===== src/gvip_pkg.sv =====
// ----------------------------------------------------------------------------
// gvip_pkg
// Shared widths, types, register codes, the sine table and helper functions
// for the grid vertex isometric projector.
// ----------------------------------------------------------------------------
package gvip_pkg;

	// Fixed-point format of the trigonometric values and the output clamp.
	localparam int TRIG_FRAC_BITS = 14;
	localparam int COORD_BITS     = 32;
	localparam int TRIG_W         = TRIG_FRAC_BITS + 2;

	// Field widths.
	localparam int SCALE_W    = 10;
	localparam int DIM_W      = 11;
	localparam int ROT_DEG_W  = 9;
	localparam int ISO_DEG_W  = 7;
	localparam int GRID_W     = 10;
	localparam int ALT_W      = 16;
	localparam int COLOR_W    = 24;
	localparam int OUT_W      = 32;
	localparam int CFG_IDX_W  = 3;
	localparam int CFG_DATA_W = 11;
	localparam int DEG_W      = 10;

	// Internal datapath widths, each derived from the stage before it.
	localparam int POS_W   = GRID_W + SCALE_W;
	localparam int CTR_W   = DIM_W + SCALE_W - 1;
	localparam int DELTA_W = POS_W + 2;
	localparam int PRODA_W = ALT_W + SCALE_W + 1;
	localparam int DEPTH_W = PRODA_W - 1;
	localparam int PROD_W  = DELTA_W + TRIG_W;
	localparam int ROTS_W  = PROD_W + 2;
	localparam int ROT_W   = ROTS_W - TRIG_FRAC_BITS;
	localparam int DIFF_W  = ROT_W + 1;
	localparam int ISO_W   = DIFF_W + TRIG_W;
	localparam int DSH_W   = DEPTH_W + TRIG_FRAC_BITS;
	localparam int ISOS_W  = ((ISO_W + 1 > DSH_W) ? ISO_W + 1 : DSH_W) + 1;
	localparam int FIN_W   = ISOS_W - TRIG_FRAC_BITS;
	localparam int SATB_W  = (FIN_W > COORD_BITS) ? FIN_W : COORD_BITS;
	localparam int SAT_W   = ((SATB_W > OUT_W) ? SATB_W : OUT_W) + 1;

	// Sine table covers one quadrant in whole degrees.
	localparam int QUARTER = 90;
	localparam int TAB_IDX_W = 7;
	localparam logic [63:0] PI_Q30 = 64'd3373259426;

	typedef logic        [POS_W-1:0]    pos_t;
	typedef logic        [CTR_W:0]      ctrw_t;
	typedef logic        [CTR_W-1:0]    ctr_t;
	typedef logic signed [DELTA_W-1:0]  delta_t;
	typedef logic signed [PRODA_W-1:0]  alt_prod_t;
	typedef logic signed [DEPTH_W-1:0]  depth_t;
	typedef logic signed [PROD_W-1:0]   prod_t;
	typedef logic signed [ROTS_W-1:0]   rots_t;
	typedef logic signed [ROT_W-1:0]    rot_t;
	typedef logic signed [DIFF_W-1:0]   diff_t;
	typedef logic signed [ISO_W-1:0]    iso_t;
	typedef logic signed [ISOS_W-1:0]   isos_t;
	typedef logic signed [FIN_W-1:0]    fin_t;
	typedef logic signed [SAT_W-1:0]    sat_t;
	typedef logic signed [TRIG_W-1:0]   trig_t;
	typedef logic        [COLOR_W-1:0]  color_t;
	typedef logic        [DEG_W-1:0]    deg_t;
	typedef logic        [OUT_W-1:0]    out_t;
	typedef logic [QUARTER:0][TRIG_W-1:0] sin_tab_t;

	// Rounding offsets for truncation toward zero of a value over 2^F.
	localparam rots_t ROT_RND  = rots_t'((1 << TRIG_FRAC_BITS) - 1);
	localparam isos_t ISOS_RND = isos_t'((1 << TRIG_FRAC_BITS) - 1);

	// Clamp limits of a signed COORD_BITS value.
	localparam sat_t SAT_HI = {{(SAT_W - COORD_BITS + 1){1'b0}}, {(COORD_BITS - 1){1'b1}}};
	localparam sat_t SAT_LO = ~SAT_HI;

	// Colours and the altitude threshold.
	localparam color_t COLOR_WHITE = 24'hFFFFFF;
	localparam color_t COLOR_HIGH  = 24'hFF2D00;
	localparam logic signed [ALT_W-1:0] HIGH_ALT = 16'sd8;

	// Register reset values.
	localparam logic [SCALE_W-1:0]   RST_SCALE   = 10'd1;
	localparam logic [DIM_W-1:0]     RST_WIDTH   = 11'd1;
	localparam logic [DIM_W-1:0]     RST_HEIGHT  = 11'd1;
	localparam logic [ROT_DEG_W-1:0] RST_ROT     = 9'd0;
	localparam logic                 RST_ISO     = 1'b1;
	localparam logic [ISO_DEG_W-1:0] RST_ISO_ANG = 7'd30;

	// Register indexes.
	typedef enum logic [CFG_IDX_W-1:0] {
		CFG_SCALE      = 3'd0,
		CFG_MAP_WIDTH  = 3'd1,
		CFG_MAP_HEIGHT = 3'd2,
		CFG_ROTATION   = 3'd3,
		CFG_ISO_ENABLE = 3'd4,
		CFG_ISO_ANGLE  = 3'd5
	} cfg_idx_t;

	// Current register contents.
	typedef struct packed {
		logic [SCALE_W-1:0]   scale;
		logic [DIM_W-1:0]     map_width;
		logic [DIM_W-1:0]     map_height;
		logic [ROT_DEG_W-1:0] rotation_deg;
		logic                 iso_enable;
		logic [ISO_DEG_W-1:0] iso_angle_deg;
	} cfg_t;

	// Payload handed from the scaling front end to the projection back end.
	typedef struct packed {
		ctr_t   cx;
		ctr_t   cy;
		prod_t  pxc;
		prod_t  pys;
		prod_t  pxs;
		prod_t  pyc;
		depth_t depth;
		logic   iso_enable;
		trig_t  ct;
		trig_t  st;
		color_t color;
	} mid_t;

	// Builds the quarter-wave sine table by an integer Taylor series in Q30,
	// rounded half up to TRIG_FRAC_BITS. Evaluated at elaboration only.
	function automatic sin_tab_t build_sin_tab();
		sin_tab_t    tab;
		logic [63:0] x;
		logic [63:0] x2;
		logic [63:0] term;
		logic [63:0] sum;
		for (int d = 0; d <= QUARTER; d++) begin
			x    = 64'(d) * PI_Q30 / 64'd180;
			x2   = (x * x) >> 30;
			term = x;
			sum  = x;
			for (int k = 1; k <= 7; k++) begin
				term = ((term * x2) >> 30) / 64'((2 * k) * (2 * k + 1));
				if ((k & 1) == 1) begin
					sum = sum - term;
				end else begin
					sum = sum + term;
				end
			end
			sum = (sum + (64'd1 << (29 - TRIG_FRAC_BITS))) >> (30 - TRIG_FRAC_BITS);
			tab[d] = sum[TRIG_W-1:0];
		end
		return tab;
	endfunction

	localparam sin_tab_t SIN_TAB = build_sin_tab();

	// Sine of a whole-degree angle below 720, folded onto the first quadrant.
	function automatic trig_t sin_deg(input deg_t deg);
		deg_t  d;
		deg_t  idx;
		logic  neg;
		trig_t v;
		d = (deg >= deg_t'(360)) ? deg - deg_t'(360) : deg;
		if (d <= deg_t'(90)) begin
			idx = d;
			neg = 1'b0;
		end else if (d <= deg_t'(180)) begin
			idx = deg_t'(180) - d;
			neg = 1'b0;
		end else if (d <= deg_t'(270)) begin
			idx = d - deg_t'(180);
			neg = 1'b1;
		end else begin
			idx = deg_t'(360) - d;
			neg = 1'b1;
		end
		v = trig_t'(SIN_TAB[idx[TAB_IDX_W-1:0]]);
		return neg ? -v : v;
	endfunction

	// Clamps to signed COORD_BITS and gives the low output bits.
	function automatic out_t sat_coord(input sat_t v);
		sat_t r;
		if (v > SAT_HI) begin
			r = SAT_HI;
		end else if (v < SAT_LO) begin
			r = SAT_LO;
		end else begin
			r = v;
		end
		return r[OUT_W-1:0];
	endfunction

endpackage


===== src/gvip_cfg.sv =====
// ----------------------------------------------------------------------------
// gvip_cfg
// Configuration register file. Every write request is taken at once; an
// index beyond the register list is ignored.
// ----------------------------------------------------------------------------
module gvip_cfg (
	input  logic                           clk,
	input  logic                           arst_n,
	input  logic                           cfg_valid,
	output logic                           cfg_ready,
	input  logic [gvip_pkg::CFG_IDX_W-1:0]  cfg_index,
	input  logic [gvip_pkg::CFG_DATA_W-1:0] cfg_data,
	output gvip_pkg::cfg_t                  cfg
);

	gvip_pkg::cfg_t cfg_q;

	assign cfg_ready = 1'b1;
	assign cfg       = cfg_q;

	// Register write, decoded by index.
	always_ff @(posedge clk or negedge arst_n) begin
		if (!arst_n) begin
			cfg_q.scale         <= gvip_pkg::RST_SCALE;
			cfg_q.map_width     <= gvip_pkg::RST_WIDTH;
			cfg_q.map_height    <= gvip_pkg::RST_HEIGHT;
			cfg_q.rotation_deg  <= gvip_pkg::RST_ROT;
			cfg_q.iso_enable    <= gvip_pkg::RST_ISO;
			cfg_q.iso_angle_deg <= gvip_pkg::RST_ISO_ANG;
		end else if (cfg_valid && cfg_ready) begin
			case (gvip_pkg::cfg_idx_t'(cfg_index))
				gvip_pkg::CFG_SCALE: begin
					cfg_q.scale <= cfg_data[gvip_pkg::SCALE_W-1:0];
				end
				gvip_pkg::CFG_MAP_WIDTH: begin
					cfg_q.map_width <= cfg_data[gvip_pkg::DIM_W-1:0];
				end
				gvip_pkg::CFG_MAP_HEIGHT: begin
					cfg_q.map_height <= cfg_data[gvip_pkg::DIM_W-1:0];
				end
				gvip_pkg::CFG_ROTATION: begin
					cfg_q.rotation_deg <= cfg_data[gvip_pkg::ROT_DEG_W-1:0];
				end
				gvip_pkg::CFG_ISO_ENABLE: begin
					cfg_q.iso_enable <= cfg_data[0];
				end
				gvip_pkg::CFG_ISO_ANGLE: begin
					cfg_q.iso_angle_deg <= cfg_data[gvip_pkg::ISO_DEG_W-1:0];
				end
				default: begin
				end
			endcase
		end
	end

endmodule


===== config.mk =====
export PLATFORM = sky130hd
export DESIGN_NAME = gvip_cfg
export DESIGN_NICKNAME = d
export VERILOG_FILES = /design/src/gvip_pkg.sv /design/src/gvip_cfg.sv
export SDC_FILE = /design/constraint.sdc
export NUM_CORES = 1
export LEC_CHECK = 0
export BUFFER_PORTS_ARGS = -buffer_cell sky130_fd_sc_hd__clkbuf_2
export CORE_MARGIN = 5
export CORE_UTILIZATION = 49
export CTS_BUF_LIST = sky130_fd_sc_hd__clkbuf_8 sky130_fd_sc_hd__clkbuf_16
export DETAILED_ROUTE_END_ITERATION = 12
export GPL_ROUTABILITY_DRIVEN = 0
export HOLD_SLACK_MARGIN = 0.03
export PLACE_DENSITY = 0.86
export RECOVER_POWER = 25
export SLEW_MARGIN = 20
export SYNTH_ARGS = -nofsm -noshare
export SYNTH_HDL_FRONTEND = slang
export SYNTH_SLANG_ARGS = --single-unit

===== constraint.sdc =====
create_clock -name clk -period 0.9 [get_ports clk]
set_input_delay 0.135 -clock clk [delete_from_list [all_inputs] [get_ports clk]]
set_output_delay 0.135 -clock clk [all_outputs]
set_load 0.01 [all_outputs]

Word-level counts from Yosys, hierarchy flattened

Cells that the tools add are included.

Register bits after elaboration: 49
Bits in latches: 0
RAM bits: 0
Bits in read-only memories: 0
Input port bits: 17
Output and inout bits: 50
Memories kept: 0

$add $sub $neg: 0
Multiply operators: 0
Div/mod/pow operators: 0
Order comparisons: 0
Equality and inequality tests: 5
Shift-type cells: 0
Mux-type cells: 0
Bitwise logic cells: 0
Reductions and logical operators: 7

Operators with widths:

| cell                 | number |
|---|---|
| $reduce_and A2 Y1    | 6 |
| $eq A3 B2 Y1 const B | 2 |
| $eq A3 B3 Y1 const B | 2 |
| $eq A3 B1 Y1 const B | 1 |
| $logic_not A3 Y1     | 1 |

Logic depth before layout (Yosys ltp)

Depth after elaboration: 2
Mapped depth: 3
Mapped depth without buffers: 2

Worst setup path before layout

Ideal clock, no wire load.

Path type: input -> register
Start: input cfg_index[2] (netlist name)
End: register cfg_q (netlist bit cfg[29])
Setup time: 0.125 ns
Data arrival time: 0.910 ns
Data required time: 0.775 ns
Slack: -0.135 ns
Cell stages on the path: 3
Cell sequence: and4bb_4 buf_6 mux2_4

Longest elaborated chain between the ends: 2

Ends and longest elaborated chain:

| what                               | RTL line       | text |
|---|---|---|
| from (decl)                        | gvip_cfg.sv:11 | `input logic [gvip_pkg::CFG_IDX_W-1:0] cfg_index,` |
| $eq A3 B1 Y1                       | gvip_cfg.sv:31 | `case (gvip_pkg::cfg_idx_t'(cfg_index))` |
| $reduce_and A2 Y1 (no source line) | n/a            |  |
| to (decl)                          | gvip_cfg.sv:16 | `gvip_pkg::cfg_t cfg_q;` |

Every way passes these cells.
A chain may end at the register's enable or synchronous reset.

Worst setup path after layout

Start: register cfg_q (netlist bit cfg[28])
End: output cfg[28] (netlist name)

RTL lines:

| what      | RTL line       | text |
|---|---|---|
| to (decl) | gvip_cfg.sv:13 | `output gvip_pkg::cfg_t cfg` |

No word-level cell between the ends.

==> impl_metrics.ini <==
[run_status]
status = finished with violations
failed_checks = negative setup slack

[sta]
setup_tns_ps = -4010
drv_slew = 0
setup_viol = 59
skew_ps = 0
max_freq_mhz = 915
fin_crit_sh_pct = 121
fin_crit_ps = 1090
rsz0062_at_grt = yes
layout_setup_ws_ps = -193
finalHoldViolCount = 0

[synthesis]
avgSynthCellArea_um2 = 18.4
syn-num-nets = 126
synth_edf_count = 0
yosys.area.top_type = dfrtp_1
yosysMostFrequentCell = dfrtp_1
ys_ff_latch = 49
ys_seq_area_share_pct = 61.7
synth_top_area_share_pct = 51.2
synth_cell_type_count = 12
synthFlopType = dfrtp_1
yosys-top-cells-area = dfrtp_1 51%, mux2_2 16%, mux2_4 15%
ys_top_cells_by_count = 41 x dfrtp_1, 29 x mux2_2, 20 x mux2_4
mappedNetlistArea_mm2 = 0.00200
syn_inst = 109
async_flop_share_pct = 100
yosys_warnings = 0

[finish]
largest_reg_flops = 49
fin_cells = 271
num-fill-cells = 262
fin_nets = 237
drive_gt1_share_pct = 79.6
synthToLayoutAreaGrowth_pct = 50.8
seq_area_mm2 = 0.00124
antenna_cells = 0
multi_input_area_um2 = 783

[flow_run]
maxCapViolCount = 0

[clock_tree]
cts_tree = yes
cts_made_buffers = 5
htree_num_levels = 2
clkSlewWorstSetupHoldPaths_ps = 90
cts.sinks = 49
cts.path.max_buffers = 2
insertion_delay_ps = 300
cts_root_buffer = clkbuf_8

[floorplanning]
pin_count = 67
dieHeight_um = 73.9
die_area_mm2 = 0.00547
initial_core_util_pct = 50.4
core_mm2 = 0.00397
rows = 23
fp.dieW_um = 73.9

[critical_path]
cp_slowest_cell = dfstp_2
path_max_fanout = 2
critPathBufInv = 1
critPathKind = reg -> out
crit_family = flip-flops
worst_setup_path_end_kind = primary output
critical_path.cell_chain = buf_6
worst_ep_arrival_time_ps = 960
crit_required_ps = 760
cp-start-kind = flip-flop
slowest_delay_ps = 560

[power]
ir_worst_vdd_v = 0.00139
p_comb_share_pct = 34.3
power.density_mw_per_mm2 = 2170
cellLeakagePower_nw = 1.50
seq_power_share_pct = 46.6
switching_share_pct = 28.3
power.internal_mw = 4.70
p_sw_mw = 1.85
power_frac_clock_pct = 19.1

[min_path]
hp-class = in -> reg

[detailed_routing]
ant_nets = 0
drt-pass1-iter-count = 4
drc = 0
vias = 1363
wire_per_inst_um = 18.6
viasPerCell = 5.03
totalWireLength_mm = 5.05
drt_iter0_markers = 62

[global_route]
grt_pass1_vias = 1426
antenna_found_initial = 0
track_usage_pct = 17.5
overflow = 0
grt_max_degree = 50
grt_pass1_wl_mm = 7.11

[place]
io_buffers = 65
dp_hpwl_mm = 3.27
place_inst = 232
placed cells by master, fill, tap and decap left out, types with 2 or more instances in the layout:
cell type    n
clkinvlp_4   2
dfstp_2      8
buf_6       24
mux2_4      32
clkbuf_8     5
dfrtp_1     41
buf_12       4
buf_2        2
buf_4       23
buf_8        2
clkbuf_2    50
and4bb_4     2
mux2_2      17
cell type report:
cell class | count | share of cell area (%)
Clock buffer | 5 | 2.28
Timing Repair Buffer | 108 | 28.2
Tap cell | 50 | 2.07
Sequential cell | 49 | 40.9
Clock inverter | 3 | 0.621
Multi-Input combinational cell | 56 | 25.9
power groups by stage:
stage | Combinational (mW) | Clock (mW) | Sequential (mW)
after floorplan | 0.625 | 0 | 3.26
after global placement | 1.57 | 0 | 3.03
after detailed placement | 1.61 | 0 | 3.07
after CTS | 1.96 | 1.28 | 3.00
after global routing | 2.39 | 1.36 | 3.11
final | 2.25 | 1.25 | 3.06
through the flow:
stage | area, um2 | total power, mW | worst slack [ps] | utilization, % | hold WS, ps
after floorplan | 2040 | 3.88 | -128 | - | -161
after global placement | 2520 | 4.61 | -328 | 63.6 | 137
after detailed placement | 2520 | 4.68 | -366 | 63.6 | 142
after CTS | 2830 | 6.24 | -208 | 71.2 | 82.4
after global routing | 3020 | 6.85 | -217 | 76.1 | 89.8
final | 3020 | 6.56 | -193 | 76.1 | 85.1
cells by family after synthesis:
logic type,share of synthesized area (%)
buffers and inverters,2.31
AND/OR/NAND/NOR,4.50
multiplexers,31.3
flip-flops,61.7
other,0.187
worst paths after layout:
kind                               from  endpoint  slack [ps]  depth (start not counted)
setup / recovery                cfg[28]   cfg[28]        -190                          1
hold / removal             cfg_data[10]   cfg[27]          90                          2
setup reg to reg                cfg[25]   cfg[25]         -10                          2
hold reg to reg                  cfg[6]    cfg[6]         510                          1
max in group asynchronous        arst_n    cfg[3]         120                          3
min in group asynchronous        arst_n   cfg[30]         420                          3
per-layer routing:
metal / vias to the layer above / share of wire, % / track usage [%]
met5: - / 0 / 0
met4: 0 / 1.2 / 6.64
met3: 7 / 5.9 / 2.70
met2: 42 / 52 / 30.7
met1: 701 / 40 / 21.7
li1: 613 / - / -
timing repair:
item,in CTS,in global routing
setup buffers,22,7
hold buffers,1,0
gates cloned,0,1
setup endpoints to repair,86,77
pin swaps,2,3
resized for setup,8,42
hold endpoints to repair,41,0
No activity file was read; power rests on OpenSTA's default activity.
