File: src/gvip_pkg.sv
// ----------------------------------------------------------------------------
// gvip_pkg
// Shared widths, types, register codes, the sine table and helper functions
// for the grid vertex isometric projector.
// ----------------------------------------------------------------------------
package gvip_pkg;

	// Fixed-point format of the trigonometric values and the output clamp.
	localparam int TRIG_FRAC_BITS = 14;
	localparam int COORD_BITS     = 32;
	localparam int TRIG_W         = TRIG_FRAC_BITS + 2;

	// Field widths.
	localparam int SCALE_W    = 10;
	localparam int DIM_W      = 11;
	localparam int ROT_DEG_W  = 9;
	localparam int ISO_DEG_W  = 7;
	localparam int GRID_W     = 10;
	localparam int ALT_W      = 16;
	localparam int COLOR_W    = 24;
	localparam int OUT_W      = 32;
	localparam int CFG_IDX_W  = 3;
	localparam int CFG_DATA_W = 11;
	localparam int DEG_W      = 10;

	// Internal datapath widths, each derived from the stage before it.
	localparam int POS_W   = GRID_W + SCALE_W;
	localparam int CTR_W   = DIM_W + SCALE_W - 1;
	localparam int DELTA_W = POS_W + 2;
	localparam int PRODA_W = ALT_W + SCALE_W + 1;
	localparam int DEPTH_W = PRODA_W - 1;
	localparam int PROD_W  = DELTA_W + TRIG_W;
	localparam int ROTS_W  = PROD_W + 2;
	localparam int ROT_W   = ROTS_W - TRIG_FRAC_BITS;
	localparam int DIFF_W  = ROT_W + 1;
	localparam int ISO_W   = DIFF_W + TRIG_W;
	localparam int DSH_W   = DEPTH_W + TRIG_FRAC_BITS;
	localparam int ISOS_W  = ((ISO_W + 1 > DSH_W) ? ISO_W + 1 : DSH_W) + 1;
	localparam int FIN_W   = ISOS_W - TRIG_FRAC_BITS;
	localparam int SATB_W  = (FIN_W > COORD_BITS) ? FIN_W : COORD_BITS;
	localparam int SAT_W   = ((SATB_W > OUT_W) ? SATB_W : OUT_W) + 1;

	// Sine table covers one quadrant in whole degrees.
	localparam int QUARTER = 90;
	localparam int TAB_IDX_W = 7;
	localparam logic [63:0] PI_Q30 = 64'd3373259426;

	typedef logic        [POS_W-1:0]    pos_t;
	typedef logic        [CTR_W:0]      ctrw_t;
	typedef logic        [CTR_W-1:0]    ctr_t;
	typedef logic signed [DELTA_W-1:0]  delta_t;
	typedef logic signed [PRODA_W-1:0]  alt_prod_t;
	typedef logic signed [DEPTH_W-1:0]  depth_t;
	typedef logic signed [PROD_W-1:0]   prod_t;
	typedef logic signed [ROTS_W-1:0]   rots_t;
	typedef logic signed [ROT_W-1:0]    rot_t;
	typedef logic signed [DIFF_W-1:0]   diff_t;
	typedef logic signed [ISO_W-1:0]    iso_t;
	typedef logic signed [ISOS_W-1:0]   isos_t;
	typedef logic signed [FIN_W-1:0]    fin_t;
	typedef logic signed [SAT_W-1:0]    sat_t;
	typedef logic signed [TRIG_W-1:0]   trig_t;
	typedef logic        [COLOR_W-1:0]  color_t;
	typedef logic        [DEG_W-1:0]    deg_t;
	typedef logic        [OUT_W-1:0]    out_t;
	typedef logic [QUARTER:0][TRIG_W-1:0] sin_tab_t;

	// Rounding offsets for truncation toward zero of a value over 2^F.
	localparam rots_t ROT_RND  = rots_t'((1 << TRIG_FRAC_BITS) - 1);
	localparam isos_t ISOS_RND = isos_t'((1 << TRIG_FRAC_BITS) - 1);

	// Clamp limits of a signed COORD_BITS value.
	localparam sat_t SAT_HI = {{(SAT_W - COORD_BITS + 1){1'b0}}, {(COORD_BITS - 1){1'b1}}};
	localparam sat_t SAT_LO = ~SAT_HI;

	// Colours and the altitude threshold.
	localparam color_t COLOR_WHITE = 24'hFFFFFF;
	localparam color_t COLOR_HIGH  = 24'hFF2D00;
	localparam logic signed [ALT_W-1:0] HIGH_ALT = 16'sd8;

	// Register reset values.
	localparam logic [SCALE_W-1:0]   RST_SCALE   = 10'd1;
	localparam logic [DIM_W-1:0]     RST_WIDTH   = 11'd1;
	localparam logic [DIM_W-1:0]     RST_HEIGHT  = 11'd1;
	localparam logic [ROT_DEG_W-1:0] RST_ROT     = 9'd0;
	localparam logic                 RST_ISO     = 1'b1;
	localparam logic [ISO_DEG_W-1:0] RST_ISO_ANG = 7'd30;

	// Register indexes.
	typedef enum logic [CFG_IDX_W-1:0] {
		CFG_SCALE      = 3'd0,
		CFG_MAP_WIDTH  = 3'd1,
		CFG_MAP_HEIGHT = 3'd2,
		CFG_ROTATION   = 3'd3,
		CFG_ISO_ENABLE = 3'd4,
		CFG_ISO_ANGLE  = 3'd5
	} cfg_idx_t;

	// Current register contents.
	typedef struct packed {
		logic [SCALE_W-1:0]   scale;
		logic [DIM_W-1:0]     map_width;
		logic [DIM_W-1:0]     map_height;
		logic [ROT_DEG_W-1:0] rotation_deg;
		logic                 iso_enable;
		logic [ISO_DEG_W-1:0] iso_angle_deg;
	} cfg_t;

	// Payload handed from the scaling front end to the projection back end.
	typedef struct packed {
		ctr_t   cx;
		ctr_t   cy;
		prod_t  pxc;
		prod_t  pys;
		prod_t  pxs;
		prod_t  pyc;
		depth_t depth;
		logic   iso_enable;
		trig_t  ct;
		trig_t  st;
		color_t color;
	} mid_t;

	// Builds the quarter-wave sine table by an integer Taylor series in Q30,
	// rounded half up to TRIG_FRAC_BITS. Evaluated at elaboration only.
	function automatic sin_tab_t build_sin_tab();
		sin_tab_t    tab;
		logic [63:0] x;
		logic [63:0] x2;
		logic [63:0] term;
		logic [63:0] sum;
		for (int d = 0; d <= QUARTER; d++) begin
			x    = 64'(d) * PI_Q30 / 64'd180;
			x2   = (x * x) >> 30;
			term = x;
			sum  = x;
			for (int k = 1; k <= 7; k++) begin
				term = ((term * x2) >> 30) / 64'((2 * k) * (2 * k + 1));
				if ((k & 1) == 1) begin
					sum = sum - term;
				end else begin
					sum = sum + term;
				end
			end
			sum = (sum + (64'd1 << (29 - TRIG_FRAC_BITS))) >> (30 - TRIG_FRAC_BITS);
			tab[d] = sum[TRIG_W-1:0];
		end
		return tab;
	endfunction

	localparam sin_tab_t SIN_TAB = build_sin_tab();

	// Sine of a whole-degree angle below 720, folded onto the first quadrant.
	function automatic trig_t sin_deg(input deg_t deg);
		deg_t  d;
		deg_t  idx;
		logic  neg;
		trig_t v;
		d = (deg >= deg_t'(360)) ? deg - deg_t'(360) : deg;
		if (d <= deg_t'(90)) begin
			idx = d;
			neg = 1'b0;
		end else if (d <= deg_t'(180)) begin
			idx = deg_t'(180) - d;
			neg = 1'b0;
		end else if (d <= deg_t'(270)) begin
			idx = d - deg_t'(180);
			neg = 1'b1;
		end else begin
			idx = deg_t'(360) - d;
			neg = 1'b1;
		end
		v = trig_t'(SIN_TAB[idx[TAB_IDX_W-1:0]]);
		return neg ? -v : v;
	endfunction

	// Clamps to signed COORD_BITS and gives the low output bits.
	function automatic out_t sat_coord(input sat_t v);
		sat_t r;
		if (v > SAT_HI) begin
			r = SAT_HI;
		end else if (v < SAT_LO) begin
			r = SAT_LO;
		end else begin
			r = v;
		end
		return r[OUT_W-1:0];
	endfunction

endpackage

File: src/gvip_back.sv
// ----------------------------------------------------------------------------
// gvip_back
// Stages three to seven: rotation sums, truncation of the rotated point,
// isometric products, depth subtraction, then final truncation, mode
// select and clamping into the output register.
// ----------------------------------------------------------------------------
module gvip_back (
	input  logic                                clk,
	input  logic                                arst_n,
	input  logic                                mid_valid,
	output logic                                mid_ready,
	input  gvip_pkg::mid_t                       mid,
	output logic                                out_valid,
	input  logic                                out_stall,
	output logic signed [gvip_pkg::OUT_W-1:0]    screen_x,
	output logic signed [gvip_pkg::OUT_W-1:0]    screen_y,
	output logic signed [gvip_pkg::OUT_W-1:0]    depth,
	output logic        [gvip_pkg::COLOR_W-1:0]  color
);

	localparam int F = gvip_pkg::TRIG_FRAC_BITS;

	logic en_s3;
	logic en_s4;
	logic en_s5;
	logic en_s6;
	logic en_s7;
	logic v_s3;
	logic v_s4;
	logic v_s5;
	logic v_s6;
	logic v_s7;

	// Stage three.
	gvip_pkg::rots_t  sum_x_s3;
	gvip_pkg::rots_t  sum_y_s3;
	gvip_pkg::depth_t depth_s3;
	logic             iso_s3;
	gvip_pkg::trig_t  ct_s3;
	gvip_pkg::trig_t  st_s3;
	gvip_pkg::color_t color_s3;
	// Stage four.
	gvip_pkg::rot_t   rx_s4;
	gvip_pkg::rot_t   ry_s4;
	gvip_pkg::depth_t depth_s4;
	logic             iso_s4;
	gvip_pkg::trig_t  ct_s4;
	gvip_pkg::trig_t  st_s4;
	gvip_pkg::color_t color_s4;
	// Stage five.
	gvip_pkg::iso_t   pd_s5;
	gvip_pkg::iso_t   ps_s5;
	gvip_pkg::rot_t   rx_s5;
	gvip_pkg::rot_t   ry_s5;
	gvip_pkg::depth_t depth_s5;
	logic             iso_s5;
	gvip_pkg::color_t color_s5;
	// Stage six.
	gvip_pkg::isos_t  sxw_s6;
	gvip_pkg::isos_t  syw_s6;
	gvip_pkg::rot_t   rx_s6;
	gvip_pkg::rot_t   ry_s6;
	gvip_pkg::depth_t depth_s6;
	logic             iso_s6;
	gvip_pkg::color_t color_s6;
	// Stage seven, the output register.
	gvip_pkg::out_t   screen_x_s7;
	gvip_pkg::out_t   screen_y_s7;
	gvip_pkg::out_t   depth_s7;
	gvip_pkg::color_t color_s7;

	gvip_pkg::rots_t  adj_x;
	gvip_pkg::rots_t  adj_y;
	gvip_pkg::diff_t  diff;
	gvip_pkg::diff_t  summ;
	gvip_pkg::isos_t  adj_sx;
	gvip_pkg::isos_t  adj_sy;
	gvip_pkg::fin_t   sel_x;
	gvip_pkg::fin_t   sel_y;

	// A stage moves when it is empty or the next one moves.
	assign en_s7     = !v_s7 || !out_stall;
	assign en_s6     = !v_s6 || en_s7;
	assign en_s5     = !v_s5 || en_s6;
	assign en_s4     = !v_s4 || en_s5;
	assign en_s3     = !v_s3 || en_s4;
	assign mid_ready = en_s3;

	assign out_valid = v_s7;
	assign screen_x  = screen_x_s7;
	assign screen_y  = screen_y_s7;
	assign depth     = depth_s7;
	assign color     = color_s7;

	// Truncation toward zero of the rotation sums.
	always_comb begin
		adj_x = sum_x_s3 + (sum_x_s3[gvip_pkg::ROTS_W-1] ? gvip_pkg::ROT_RND :
			gvip_pkg::rots_t'(0));
		adj_y = sum_y_s3 + (sum_y_s3[gvip_pkg::ROTS_W-1] ? gvip_pkg::ROT_RND :
			gvip_pkg::rots_t'(0));
	end

	// Difference and sum feeding the isometric products.
	always_comb begin
		diff = gvip_pkg::diff_t'(rx_s4) - gvip_pkg::diff_t'(ry_s4);
		summ = gvip_pkg::diff_t'(rx_s4) + gvip_pkg::diff_t'(ry_s4);
	end

	// Final truncation and mode select.
	always_comb begin
		adj_sx = sxw_s6 + (sxw_s6[gvip_pkg::ISOS_W-1] ? gvip_pkg::ISOS_RND :
			gvip_pkg::isos_t'(0));
		adj_sy = syw_s6 + (syw_s6[gvip_pkg::ISOS_W-1] ? gvip_pkg::ISOS_RND :
			gvip_pkg::isos_t'(0));
		if (iso_s6) begin
			sel_x = adj_sx[gvip_pkg::ISOS_W-1:F];
			sel_y = adj_sy[gvip_pkg::ISOS_W-1:F];
		end else begin
			sel_x = gvip_pkg::fin_t'(rx_s6);
			sel_y = gvip_pkg::fin_t'(ry_s6);
		end
	end

	// Valid flags.
	always_ff @(posedge clk or negedge arst_n) begin
		if (!arst_n) begin
			v_s3 <= 1'b0;
			v_s4 <= 1'b0;
			v_s5 <= 1'b0;
			v_s6 <= 1'b0;
			v_s7 <= 1'b0;
		end else begin
			if (en_s3) begin
				v_s3 <= mid_valid;
			end
			if (en_s4) begin
				v_s4 <= v_s3;
			end
			if (en_s5) begin
				v_s5 <= v_s4;
			end
			if (en_s6) begin
				v_s6 <= v_s5;
			end
			if (en_s7) begin
				v_s7 <= v_s6;
			end
		end
	end

	// Stage data.
	always_ff @(posedge clk) begin
		if (en_s3) begin
			sum_x_s3 <= (gvip_pkg::rots_t'(mid.cx) <<< F) +
				gvip_pkg::rots_t'(mid.pxc) - gvip_pkg::rots_t'(mid.pys);
			sum_y_s3 <= (gvip_pkg::rots_t'(mid.cy) <<< F) +
				gvip_pkg::rots_t'(mid.pxs) + gvip_pkg::rots_t'(mid.pyc);
			depth_s3 <= mid.depth;
			iso_s3   <= mid.iso_enable;
			ct_s3    <= mid.ct;
			st_s3    <= mid.st;
			color_s3 <= mid.color;
		end
		if (en_s4) begin
			rx_s4    <= adj_x[gvip_pkg::ROTS_W-1:F];
			ry_s4    <= adj_y[gvip_pkg::ROTS_W-1:F];
			depth_s4 <= depth_s3;
			iso_s4   <= iso_s3;
			ct_s4    <= ct_s3;
			st_s4    <= st_s3;
			color_s4 <= color_s3;
		end
		if (en_s5) begin
			pd_s5    <= gvip_pkg::iso_t'(diff) * gvip_pkg::iso_t'(ct_s4);
			ps_s5    <= gvip_pkg::iso_t'(summ) * gvip_pkg::iso_t'(st_s4);
			rx_s5    <= rx_s4;
			ry_s5    <= ry_s4;
			depth_s5 <= depth_s4;
			iso_s5   <= iso_s4;
			color_s5 <= color_s4;
		end
		if (en_s6) begin
			sxw_s6   <= gvip_pkg::isos_t'(pd_s5);
			syw_s6   <= gvip_pkg::isos_t'(ps_s5) - (gvip_pkg::isos_t'(depth_s5) <<< F);
			rx_s6    <= rx_s5;
			ry_s6    <= ry_s5;
			depth_s6 <= depth_s5;
			iso_s6   <= iso_s5;
			color_s6 <= color_s5;
		end
		if (en_s7) begin
			screen_x_s7 <= gvip_pkg::sat_coord(gvip_pkg::sat_t'(sel_x));
			screen_y_s7 <= gvip_pkg::sat_coord(gvip_pkg::sat_t'(sel_y));
			depth_s7    <= gvip_pkg::sat_coord(gvip_pkg::sat_t'(depth_s6));
			color_s7    <= color_s6;
		end
	end

endmodule

File: config.mk
export PLATFORM = sky130hd
export DESIGN_NAME = gvip_back
export DESIGN_NICKNAME = d
export VERILOG_FILES = /design/src/gvip_pkg.sv /design/src/gvip_back.sv
export SDC_FILE = /design/constraint.sdc
export NUM_CORES = 2
export LEC_CHECK = 0
export ABC_AREA = 1
export BUFFER_PORTS_ARGS = -buffer_cell sky130_fd_sc_hd__buf_2
export CAP_MARGIN = 10
export CORE_ASPECT_RATIO = 0.5
export CORE_MARGIN = 1
export CORE_UTILIZATION = 45
export CTS_CLUSTER_SIZE = 12
export DETAILED_ROUTE_END_ITERATION = 16
export PLACE_DENSITY = 0.68
export RECOVER_POWER = 50
export SYNTH_ARGS = -nofsm -noshare
export SYNTH_HDL_FRONTEND = slang
export SYNTH_SLANG_ARGS = --single-unit
File: constraint.sdc
create_clock -name clk -period 55.7 [get_ports clk]
set_input_delay 11.14 -clock clk [delete_from_list [all_inputs] [get_ports clk]]
set_output_delay 11.14 -clock clk [all_outputs]
set_load 0.01 [all_outputs]
# Yosys cells after proc, flatten, opt, wreduce, memory -nomap -nowiden
# Cells that the tools add are included.
dict set report classes {
  n_mux 9
  order_cmp 6
  add_sub_neg 11
  mul 2
  reduce_logical 11
}
# operator count
set ops {}
lappend ops {{32-bit two-way mux} 3}
lappend ops {{27-bit by 16-bit multiplier with 43-bit output} 2}
lappend ops {{40-bit by 15-bit adder with 40-bit output} 2}
lappend ops {{35-bit by 38-bit adder with 39-bit output} 2}
lappend ops {{31-bit by 32-bit greater-than comparator with 1-bit output, second input constant} 2}
lappend ops {{31-bit by 32-bit < comparator with 1-bit output, second input constant} 2}
lappend ops {{31-bit two-way mux} 2}
lappend ops {{14-bit two-way mux} 4}
lappend ops {{45-bit by 15-bit adder with 45-bit output} 1}
lappend ops {{43-bit by 15-bit adder with 44-bit output} 1}
lappend ops {{43-bit by 40-bit subtractor with 44-bit output} 1}
lappend ops {{39-bit by 38-bit adder with 40-bit output} 1}
lappend ops {{39-bit by 38-bit subtractor with 40-bit output} 1}
lappend ops {{26-bit by 32-bit greater-than comparator with 1-bit output, second input constant} 1}
lappend ops {{26-bit by 32-bit < comparator with 1-bit output, second input constant} 1}
lappend ops {{26-bit by 26-bit adder with 27-bit output} 1}
lappend ops {{26-bit by 26-bit subtractor with 27-bit output} 1}
lappend ops {{1-bit zero test} 6}
lappend ops {{1-bit logical OR} 5}
dict set report totals {
  wordCells 76
  output_inout_bits 122
  register_bits 803
}

# Longest topological paths before layout
dict set report logic_depth {
  word_depth 6
  depth_mapped 40
  mapped_depth_nobuf 38
}

# Worst setup path before layout
# OpenSTA, ideal clock, no wires.
dict set report synth_timing {
  path_kind {input-to-output}
  from {in out_stall}
  to {out mid_ready}
  t_arrival_ns 25.216
  setup_slack_ns 19.344
  stages 7
  t_required_ns 44.560
  cell_sequence {nand2_1 nor2_1 inv_1 nor2_1 inv_1 nor2_1 nand2_1}
}
dict set report synth_between {
  elab_chain_len 6
}
# element line_no
set synth_lines {}
lappend synth_lines {{start, declared} gvip_back.sv:14} ;# input logic out_stall,
lappend synth_lines {{1-bit zero test} gvip_back.sv:82} ;# assign en_s7 = !v_s7 || !out_stall;
lappend synth_lines {{1-bit logical OR} gvip_back.sv:82}
lappend synth_lines {{1-bit logical OR} gvip_back.sv:83} ;# assign en_s6 = !v_s6 || en_s7;
lappend synth_lines {{named net en_s6} gvip_back.sv:26} ;# logic en_s6;
lappend synth_lines {{1-bit logical OR} gvip_back.sv:84} ;# assign en_s5 = !v_s5 || en_s6;
lappend synth_lines {{named net en_s5} gvip_back.sv:25} ;# logic en_s5;
lappend synth_lines {{1-bit logical OR} gvip_back.sv:85} ;# assign en_s4 = !v_s4 || en_s5;
lappend synth_lines {{1-bit logical OR} gvip_back.sv:86} ;# assign en_s3 = !v_s3 || en_s4;
lappend synth_lines {{end, declared} gvip_back.sv:11} ;# output logic mid_ready,
# The timed path passes the listed nets, and every way through them passes these cells.

# Worst setup path after layout
dict set report layout_timing {
  from {in out_stall}
  to {out mid_ready}
}
dict set report layout_between {
  elab_chain_len 6
}
# element line_no
set layout_lines {}
lappend layout_lines {{1-bit zero test} gvip_back.sv:82}
lappend layout_lines {{1-bit logical OR} gvip_back.sv:82}
lappend layout_lines {{named net en_s7} gvip_back.sv:27} ;# logic en_s7;
lappend layout_lines {{1-bit logical OR} gvip_back.sv:83}
lappend layout_lines {{named net en_s6} gvip_back.sv:26}
lappend layout_lines {{1-bit logical OR} gvip_back.sv:84}
lappend layout_lines {{named net en_s5} gvip_back.sv:25}
lappend layout_lines {{1-bit logical OR} gvip_back.sv:85}
lappend layout_lines {{1-bit logical OR} gvip_back.sv:86}
# The timed path passes the listed nets, and every way through them passes these cells.

==> metrics.md <==
| Metric | Value |
|---|---|
| Ys flop type | `edfxtp_1` |
| R2r startpoint | `ry_s4[16]` |
| WP data required | `around 45 ns` |
| All-Layer GR Usage | `a little over a quarter` |
| Die Width | `583.4 um` |
| # clock sinks | `between 700 and 800` |
| CP Capture Type | `primary output` |
| Worst path slowest cell | `clkbuf_1` |
| Number of synthesized flops with an enable pin | `between 700 and 800` |
| Period utilization | `between 50% and 60%` |
| Hold path start | `ct_s3[12]` |
| CP max stage delay | `approximately 2.6 ns` |
| Post-synthesis simple-gate area fraction | `about a fifth` |
| Status | `finished with violations` |
| Hold-fix buffers at CTS | `0` |
| Largest net degree at the start of global routing | `125` |
| Critical path startpoint category | `input pin` |
| Yosys warns | `0` |
| Worst setup path startpoint | `out_stall` |
| Initial antenna violation count | `14` |
| Iter 0 DRT Violations | `5,142` |
| Congestion Overflow GR | `0` |
| Via count of the first global-routing pass | `60,050` |
| Total CTS buffers | `slightly above 80` |
| Routed WL | `between 200,000 and 250,000 um` |
| Via count | `roughly 60,000` |
| Clk_lat worst skew | `0.71 ns` |
| Starting Density | `a little under half` |
| Num rows | `106` |
| WS Path Type | `input pin to primary output` |
| Worst Max-Slew Pin Slew | `~3.7 ns` |
| Layout Cells excl Fill | `around 12,000` |
| Maxcap violations | `3` |
| Count of cell types in the netlist | `54` |
| Mux cell area share after synthesis | `0%` |
| Syn_nets | `~10,000` |
| Failing checks | `max-capacitance violations, max-slew violations` |
| Post-cts sizing count | `0` |
| Chip height | `~290 um` |
| Mapped Cells | `a little under 9,000` |
| Core area | `167,500 um^2` |
| FMAX | `35.17 MHz` |
| Gpl congestion | `slightly below 1` |
| Seq/Total Area, Yosys | `31.40%` |
| CP cell instances | `clkbuf_1 -> nand2_4 -> clkbuf_1 -> nor2_1 -> inv_8 -> nor2_1 -> inv_8 -> nor2_1 -> nand2_4 -> buf_2` |
| Post-synth top area cell | `edfxtp_1` |
| Cell mode on critical path | `nor2_1` |
| Mean post-synth cell area | `~8.6 um^2` |
| Post-synth ARST share | `less than 1%` |
| Worst Path Arrival | `about 17 ns` |
| Wire per inst | `slightly below 20 um` |
| Final hold vios | `0` |
| Hold Crit Class | `flop to flop` |
| DRC viols | `0` |
| Routed vias/inst | `approximately 5.2` |
| Max-slew headroom | `-145.0%` |
| Final ANT Viol Nets | `0` |
| Largest family of logic cells by synthesized area | `adder cells` |
| Max H-tree Level | `3` |
| Clock skew | `0.06015 ns` |
| Postcts setup bufs | `0` |
| DRT Pass-1 Iters | `6` |
| Synth Area in Adders | `a little under a third` |
| DP HPWL | `189,400 um` |
| Final net count | `10,830` |
| CP max FO | `124` |
| Die Area | `~170,000 um^2` |
| Worst-case clock buffer depth | `3` |
| Layout cells sized above 1 | `6.134%` |
| Port Buffers | `400` |
| CTS tree | `built` |
| CTS root buf | `clkbuf_16` |
| Post-synthesis register bit count | `between 700 and 800` |
| Setup repair after global routing missed its margin | `false` |
| Reg clk slew, reported paths | `about 0.090 ns` |
| Layout area overhead | `8.875%` |
| Top cell type's share of synthesized area | `a little under a third` |
| Boundary Pins | `about 400` |
| First-pass GRT wire length | `approximately 350,000 um` |
| Max Transition Viols Final | `96` |
| Main area contributors after synthesis | `edfxtp_1 31%, fa_1 23%, nand2_1 11%` |
| Setup TNS | `0 ns` |
| Minimum clock period | `~28 ns` |
| Post-Synth XOR/XNOR Area | `under 10%` |
| Synth Area in Compound Gates | `under 10%` |
| Setup Viol. Count Final | `0` |
| Placed insts | `11,400` |
| Post-Syn Area | `between 70,000 and 80,000 um^2` |
==> worst paths after layout <==
check / to / slack (ns) / cells after the start
hold reg to reg: ct_s4[12] / 0.39 / 0
hold / removal: ct_s4[12] / 0.39 / 0
max in group asynchronous: out_valid / 45.17 / 1
min in group asynchronous: v_s4 / 10.30 / 1
setup / recovery: mid_ready / 27.27 / 10
setup reg to reg: pd_s5[42] / 46.28 / 29
==> logic make-up after synthesis <==
family,Yosys count
simple gates,3881
buf+inv,2062
fa+ha+maj,1330
flops,796
compound gates,629
xor+xnor,170
==> cell usage in the layout (no fill, tap or decap), drive strengths merged, types with 187 or more instances in the layout <==
cell / count
a21oi: 359
buf: 344
clkbuf: 187
edfxtp: 791
fa: 877
ha: 453
inv: 1883
nand2: 2249
nand3: 406
nor2: 951
o21ai: 187
==> flip-flops by register name (all words and copies together) (netlist names), 27 cells and up <==
register  flops
depth        27
pd_s5        43
ps_s5        43
screen_x     31
screen_y     32
sum_x_s3     40
sum_y_s3     40
sxw_s6       43
syw_s6       44
==> cell type report <==
cell class / count / area, um^2
diodes: 2 / 5.005
clock buffers: 97 / 2130
clock inverters: 27 / 392.9
fillers: 16100 / 84710
inverters: 1896 / 7137
multi-input cells: 6010 / 44270
flip-flops and latches: 796 / 23880
well taps: 2268 / 2838
repair buffers: 434 / 2152
==> stage by stage <==
| step | utilization (%) | cell area (um^2) | worst slack (ns) | hold WS (ns) |
|---|---|---|---|---|
| final | 49.43 | 82800 | 27.27 | 0.3919 |
| after global routing | 49.43 | 82800 | 26.38 | 0.3951 |
| after CTS | 49.53 | 82970 | 29.33 | 0.3939 |
| after detailed placement | 48.03 | 80450 | 29.32 | 0.4045 |
| after global placement | 48.03 | 80450 | 29.40 | 0.4002 |
| after floorplan | - | 76050 | 19.34 | 0.4003 |
==> cells in the mapped netlist, drive strengths merged (10+ instances only) <==
master and count:
nand3 406, fa 877, o21bai 37, nor2 951, inv 1881, a21oi 359, a21o 16, ha 453
and2 14, nand2 2249, xor2 141, nor3 77, nor4 11, clkbuf 117, a21boi 10, clkinv 15
nand3b 24, xnor2 29, o21ai 187, nand4 127, buf 49, or2 15, edfxtp 791
==> per-layer routing <==
layer,vias up,wire length [um],GRT usage (%)
met1,29220,98980,37.13
met3,383,18200,4.500
met2,2312,102900,43.49
met4,12,8190,8.838
li1,28120,-,-
met5,-,70,0
==> worst max-delay path: cells and delay by family <==
| kind | cells | cell delay (ns) |
|---|---|---|
| AND/OR/NAND/NOR | 5 | 1.60 |
| buffers and inverters | 5 | 4.43 |
Power is not shown: default switching activity piles up to over one toggle a cycle in this logic, so the estimate is an artifact.
